--- config.mk ---
export PLATFORM = sky130hd
export DESIGN_NAME = cfs_ctrl
export DESIGN_NICKNAME = d
export VERILOG_FILES = /design/src/rtl/cfs_pkg.sv /design/src/rtl/cfs_ctrl.sv
export SDC_FILE = /design/constraint.sdc
export NUM_CORES = 1
export LEC_CHECK = 0
export ABC_CLOCK_PERIOD_IN_PS = 1900
export BUFFER_PORTS_ARGS = -buffer_cell sky130_fd_sc_hd__buf_4
export CAP_MARGIN = 0
export CELL_PAD_IN_SITES_DETAIL_PLACEMENT = 1
export CELL_PAD_IN_SITES_GLOBAL_PLACEMENT = 2
export CORE_UTILIZATION = 26
export DETAILED_ROUTE_END_ITERATION = 16
export PLACE_DENSITY = 0.74
export SLEW_MARGIN = 20
export SYNTH_ARGS = -nofsm -noshare
export SYNTH_HDL_FRONTEND = slang
export SYNTH_SLANG_ARGS = --single-unit
--- constraint.sdc ---
create_clock -name clk -period 1.9 [get_ports clk]
set_input_delay 0.285 -clock clk [delete_from_list [all_inputs] [get_ports clk]]
set_output_delay 0.285 -clock clk [all_outputs]
set_load 0.03 [all_outputs]
--- src/rtl/cfs_pkg.sv ---
// shared types, constants and sine table function for the crossfade selector
`timescale 1ns / 1ps
`default_nettype none
package cfs_pkg;
	localparam int SAMPLE_W = 16;
	localparam int CNT_W    = 16;
	localparam int GAIN_W   = 16;
	localparam int MIX_W    = 19;
	localparam int ACC_W    = 36;
	localparam int QUOT_W   = 29;
	localparam logic [1:0] REG_FADE_LENGTH = 2'd0;
	localparam logic [1:0] REG_FADE_SHAPE  = 2'd1;
	localparam logic REQ_FRAME  = 1'b0;
	localparam logic REQ_SELECT = 1'b1;

	typedef struct packed {
		logic start;
		logic load_div;
		logic div_step;
		logic accumulate;
		logic finish;
		logic [2:0] chan;
	} cfs_cmd_t;

	typedef struct packed {
		logic div_last;
	} cfs_status_t;

	// sine entry k of a table of the given depth, Q1.15, evaluated when the rom is filled
	function automatic logic [16:0] sine_entry(input int unsigned k, input int unsigned depth);
		logic [63:0] x, x2, t, s, q;
		int unsigned divs [6];
		divs = '{156, 110, 72, 42, 20, 6};
		x = (64'(k) * 64'd1686629713) / 64'(depth);
		x2 = (x * x) >> 30;
		t = 64'd1 << 30;
		for (int i = 0; i < 6; i++) t = (64'd1 << 30) - ((x2 * t) >> 30) / 64'(divs[i]);
		s = (x * t) >> 30;
		q = (s + 64'd16384) >> 15;
		return (q > 64'd32768) ? 17'd32768 : q[16:0];
	endfunction
endpackage
`default_nettype wire

--- src/rtl/cfs_ctrl.sv ---
// controller: sequences channels through divider and accumulator
`timescale 1ns / 1ps
`default_nettype none
module cfs_ctrl #(
	parameter int CHANNELS = 8
) (
	input  wire logic clk,
	input  wire logic arst_n,
	input  wire logic in_beat,
	input  wire logic frame,
	output logic busy,
	output cfs_pkg::cfs_cmd_t cmd,
	input  wire cfs_pkg::cfs_status_t status,
	output logic done
);
	import cfs_pkg::*;
	typedef enum logic [2:0] {IDLE, LOAD, DIV, ACC, WAIT, FIN} state_t;
	state_t state_q;
	logic [2:0] ch_q;

	always_comb begin
		cmd = '0;
		cmd.chan = ch_q;
		cmd.start = in_beat && frame;
		cmd.load_div = (state_q == LOAD);
		cmd.div_step = (state_q == DIV);
		cmd.accumulate = (state_q == ACC);
	end
	assign busy = (state_q != IDLE);

	always_ff @(posedge clk or negedge arst_n) begin
		if (!arst_n) begin
			state_q <= IDLE;
			ch_q <= '0;
			done <= 1'b0;
		end else begin
			done <= 1'b0;
			case (state_q)
				IDLE: if (in_beat && frame) begin
					ch_q <= '0;
					state_q <= LOAD;
				end
				LOAD: state_q <= DIV;
				DIV: if (status.div_last) state_q <= ACC;
				ACC: state_q <= WAIT;
				WAIT: if (ch_q == 3'(CHANNELS - 1)) begin
					state_q <= FIN;
				end else begin
					ch_q <= ch_q + 1'b1;
					state_q <= LOAD;
				end
				FIN: begin
					done <= 1'b1;
					state_q <= IDLE;
				end
				default: state_q <= IDLE;
			endcase
		end
	end
endmodule
`default_nettype wire

Word level (Yosys, flattened, before mapping)
Index checks and enable logic that the tools add are counted.
- register bits: 7
- input bits: 5
- output and inout bits: 10
- logic and storage cells: 27
- add/sub/neg operators: 1
- equality and inequality tests: 9
- mux-type cells: 8
- reductions and logical operators: 6
- operator list (cell ; count):
    3-bit two-way mux ; 5
    3-bit one-hot mux with 5 select lines ; 1
    3-bit equality test (second input constant) ; 3
    3-bit by 2-bit equality test with 1-bit output (second input constant) ; 2
    3-bit one-hot mux with 2 select lines ; 1
    2-bit inequality test (second input constant) ; 2
    3-bit by 1-bit adder with 3-bit output (second input constant) ; 1
    3-bit by 1-bit equality test with 1-bit output (second input constant) ; 1
    3-bit logical NOT ; 1
    3-bit AND reduction ; 1
    3-bit nonzero test ; 1
    2-bit by 1-bit inequality test with 1-bit output (second input constant) ; 1
    2-bit AND reduction ; 1
    2-bit nonzero test ; 1
    1-bit logical AND ; 1
    1-bit two-way mux ; 1

Logic depth before layout (Yosys ltp)
- word-level depth: 3
- depth in mapped cells: 5
- mapped depth without buffers: 5

Least setup slack after synthesis
No wires, ideal clock.
- kind: register to register
- start point: reg ch_q[0]
- end point: reg ch_q[2]
- library setup time: 121 ps
- arrival: 1463 ps
- required time: 1779 ps
- slack: 316 ps
- stages on the path, launching flop included: 6
- buffers on the path: 0
- period minus slack after synthesis: 1584 ps
- cell sequence: dfrtp_1 ha_1 ha_1 nor2b_1 a22o_1 a22o_1
- word-level cells in the longest chain between the ends: 3
- elaborated cells on any way between the ends: 6
- those cells by class: add/sub (1); eq/ne (2); mux (2); reduce/logical (1)
- RTL lines (what ; RTL line ; source):
    from (decl) ; cfs_ctrl.sv:19 ; logic [2:0] ch_q;
    from (signal assigned) ; cfs_ctrl.sv:49 ; ch_q <= ch_q + 1'b1;
    3-bit by 1-bit adder with 3-bit output / 3-bit equality test (equally long branches) ; cfs_ctrl.sv:49, cfs_ctrl.sv:46 ;
    3-bit two-way mux / 2-bit inequality test (equally long branches) ; -- ;
    3-bit one-hot mux with 2 select lines / 3-bit AND reduction (equally long branches) ; -- ;
Several ways; a longest one is shown, not always the timed one. The select of a mux whose other input is x is not followed.
A chain may end at the register's enable or synchronous reset.

==> results.cfg <==
[floorplan]
core_area_sq_um = 1370
ioPinCount = 15
dieArea_sq_um = 1710
rows = 13
die_width_um = 41.3
initial_utilization_pct = 29.4
die_h_um = 41.3

[global_routing]
grt_usage_pct = 14.2
grt_pass1_wl_um = 1440
antenna_found_initial = 0
overflow = 0
grt_pass1_vias = 326
grt_max_degree = 12

[layout]
drive_gt1_share_pct = 37.0
nets = 62
fin_util_pct = 39.5
final_cell_mix = 13 x buf_4, 7 x dfrtp_1, 4 x a22o_1
area_growth_pct = 34.3
final_common_cell = buf_4
diodes = 0

[sta]
fin_tns_setup_ns = 0
post-route-period-util_pct = 89.9
hold_ws_ns = 0.302
max_freq_mhz = 585
finalSetupViolations = 0
min_period_ns = 1.71
final_max_slew_viol_count = 0
final_hold_viol_count = 0
rsz0062_at_grt = no
postLayoutSetupSlackWorst_ns = 0.192
finClkSkew_ns = 0.00648

[worst_setup_path]
start_kind = register
rrSetupSlack_ns = 0.38
end_kind = primary output
crit_start = state_q[2]
r2r_cells = 4
cp.required_ns = 1.62
reg2reg_from = ch_q[0]
cp-endpoint = cmd[4]
worstPathMaxFanout = 11
r2r-end = ch_q[0]
crit_arrival_ns = 1.42
crit_type = reg -> out

[hold_path]
hold_path.class = in -> reg

[clocking]
cts_buffers = 3
cts_tree = built
cts.clk_slew.worst_paths_ns = 0.05
htree_levels = 1
cts-root-buf = clkbuf_4
worst_skew_pair.late_latency_ns = 0.26
cts_sinks = 7
cts.path.max_buffers = 2

[route]
drtAntennaViolNets = 0
vias = 338
drt_first_pass_iters = 4
wl_per_cell_um = 13.4
drtIter0Drc = 4
drcViolationCount = 0
vias_per_cell = 4.90
finalWirelength_um = 927

[synth]
ys_seq_area_share_pct = 43.6
synthesis.area_sq_um = 402
synth_fp_nets = 45
avgSynthCellArea_sq_um = 10.6
synth_cell_types = 23
synth-seq-cells = 7
yosysWarnings = 0
synth_cells = 38

[flow_run]
max_cap_viol_count = 0

[power_and_ir_drop]
p_per_area_nw_per_um2 = 1590
leakagePower_uw = 0.000275
ir_drop_mv = 0.693

[placed_design]
dp_slack_ns = 0.399
hpwl_um = 658
gp_congestion = 0.674
place.port_buffers = 13

[status]
status = finished clean
## sequential cells by signal (all words and copies together) (netlist names)
signal,count
ch_q,3
done,1
state_q,3
## stage by stage
stage | std cells | instance area, sq um | power, uW
floorplan | 38 | 402 | 571
global placement | 64 | 503 | 699
detailed placement | 64 | 503 | 720
CTS | 69 | 539 | 869
global route | 69 | 539 | 923
finish | 69 | 539 | 858
## cell usage after synthesis
| master | number | area (sq um) |
|---|---|---|
| buf_4 | 2 | 15.0 |
| and2b_4 | 1 | 10.0 |
| a21oi_1 | 1 | 5.00 |
| or3_1 | 1 | 6.26 |
| a22o_1 | 4 | 35.0 |
| nor2b_1 | 2 | 12.5 |
| and2_1 | 2 | 12.5 |
| nor2_2 | 1 | 6.26 |
| and2b_1 | 1 | 7.51 |
| o21ai_1 | 2 | 10.0 |
| nand2_1 | 1 | 3.75 |
| or2_1 | 2 | 12.5 |
| a2111oi_2 | 1 | 15.0 |
| ha_1 | 2 | 25.0 |
| a21oi_2 | 1 | 8.76 |
| nor2_1 | 1 | 3.75 |
| nand3_1 | 1 | 5.00 |
| inv_1 | 1 | 3.75 |
| a31o_1 | 1 | 8.76 |
| nor3b_1 | 1 | 7.51 |
| dfrtp_1 | 7 | 175 |
| and3b_1 | 1 | 8.76 |
| conb_1 | 1 | 3.75 |
## what timing repair did
action,CTS,global route
resized for setup,0,0
hold endpoints to repair,7,0
hold buffers,1,0
endpoints found under the setup margin,0,0
buffers inserted,0,0
## how the worst min path moves through the flow
| stage | startpoint | to | slack, ns | cells after the start |
|---|---|---|---|---|
| floorplan | arst_n | ch_q[0] | -0.01 | 0 |
| global placement | arst_n | ch_q[2] | 0.10 | 1 |
| detailed placement | arst_n | ch_q[1] | 0.11 | 1 |
| CTS | status | state_q[0] | 0.30 | 3 |
| global route | status | state_q[0] | 0.31 | 3 |
| finish | status | state_q[0] | 0.30 | 3 |
## report_power, final
part	internal, uW	switching, uW
combinational	196	248
sequential	193	82.4
clock	80.3	58.2
## cells by family (layout without fill, tap and decap cells)
group | after synthesis | count (layout) | share of synthesized area (%)
adder cells (fa/ha/maj) | 2 | 2 | 6.23
flip-flops | 7 | 7 | 43.6
AND/OR/NAND/NOR | 15 | 15 | 24.0
other | 1 | 1 | 0.934
AO/OA/AOI/OAI | 10 | 10 | 20.6
buffers and inverters | 3 | 19 | 4.67
## cell type report
cell class	count	area, sq um
multi-input cells	28	208
clock buffers	4	26.3
inverters	1	3.75
well taps	15	18.8
flip-flops and latches	7	175
repair buffers	14	108
fillers	169	827
## critical path: stages (launching register included)
cell     delay (ns)
dfrtp_1        0.57
and2b_1        0.26
and2_1         0.18
buf_4          0.17
## layer usage
layer,wire [um],up-vias,share of wire (%),GRT usage (%)
met1,459,159,50,16.3
li1,-,164,-,-
met2,402,15,43,19.9
met5,0,-,0,0
met3,65,0,7.0,7.98
met4,0,0,0,9.68
No activity file was read; power rests on OpenSTA's default activity.
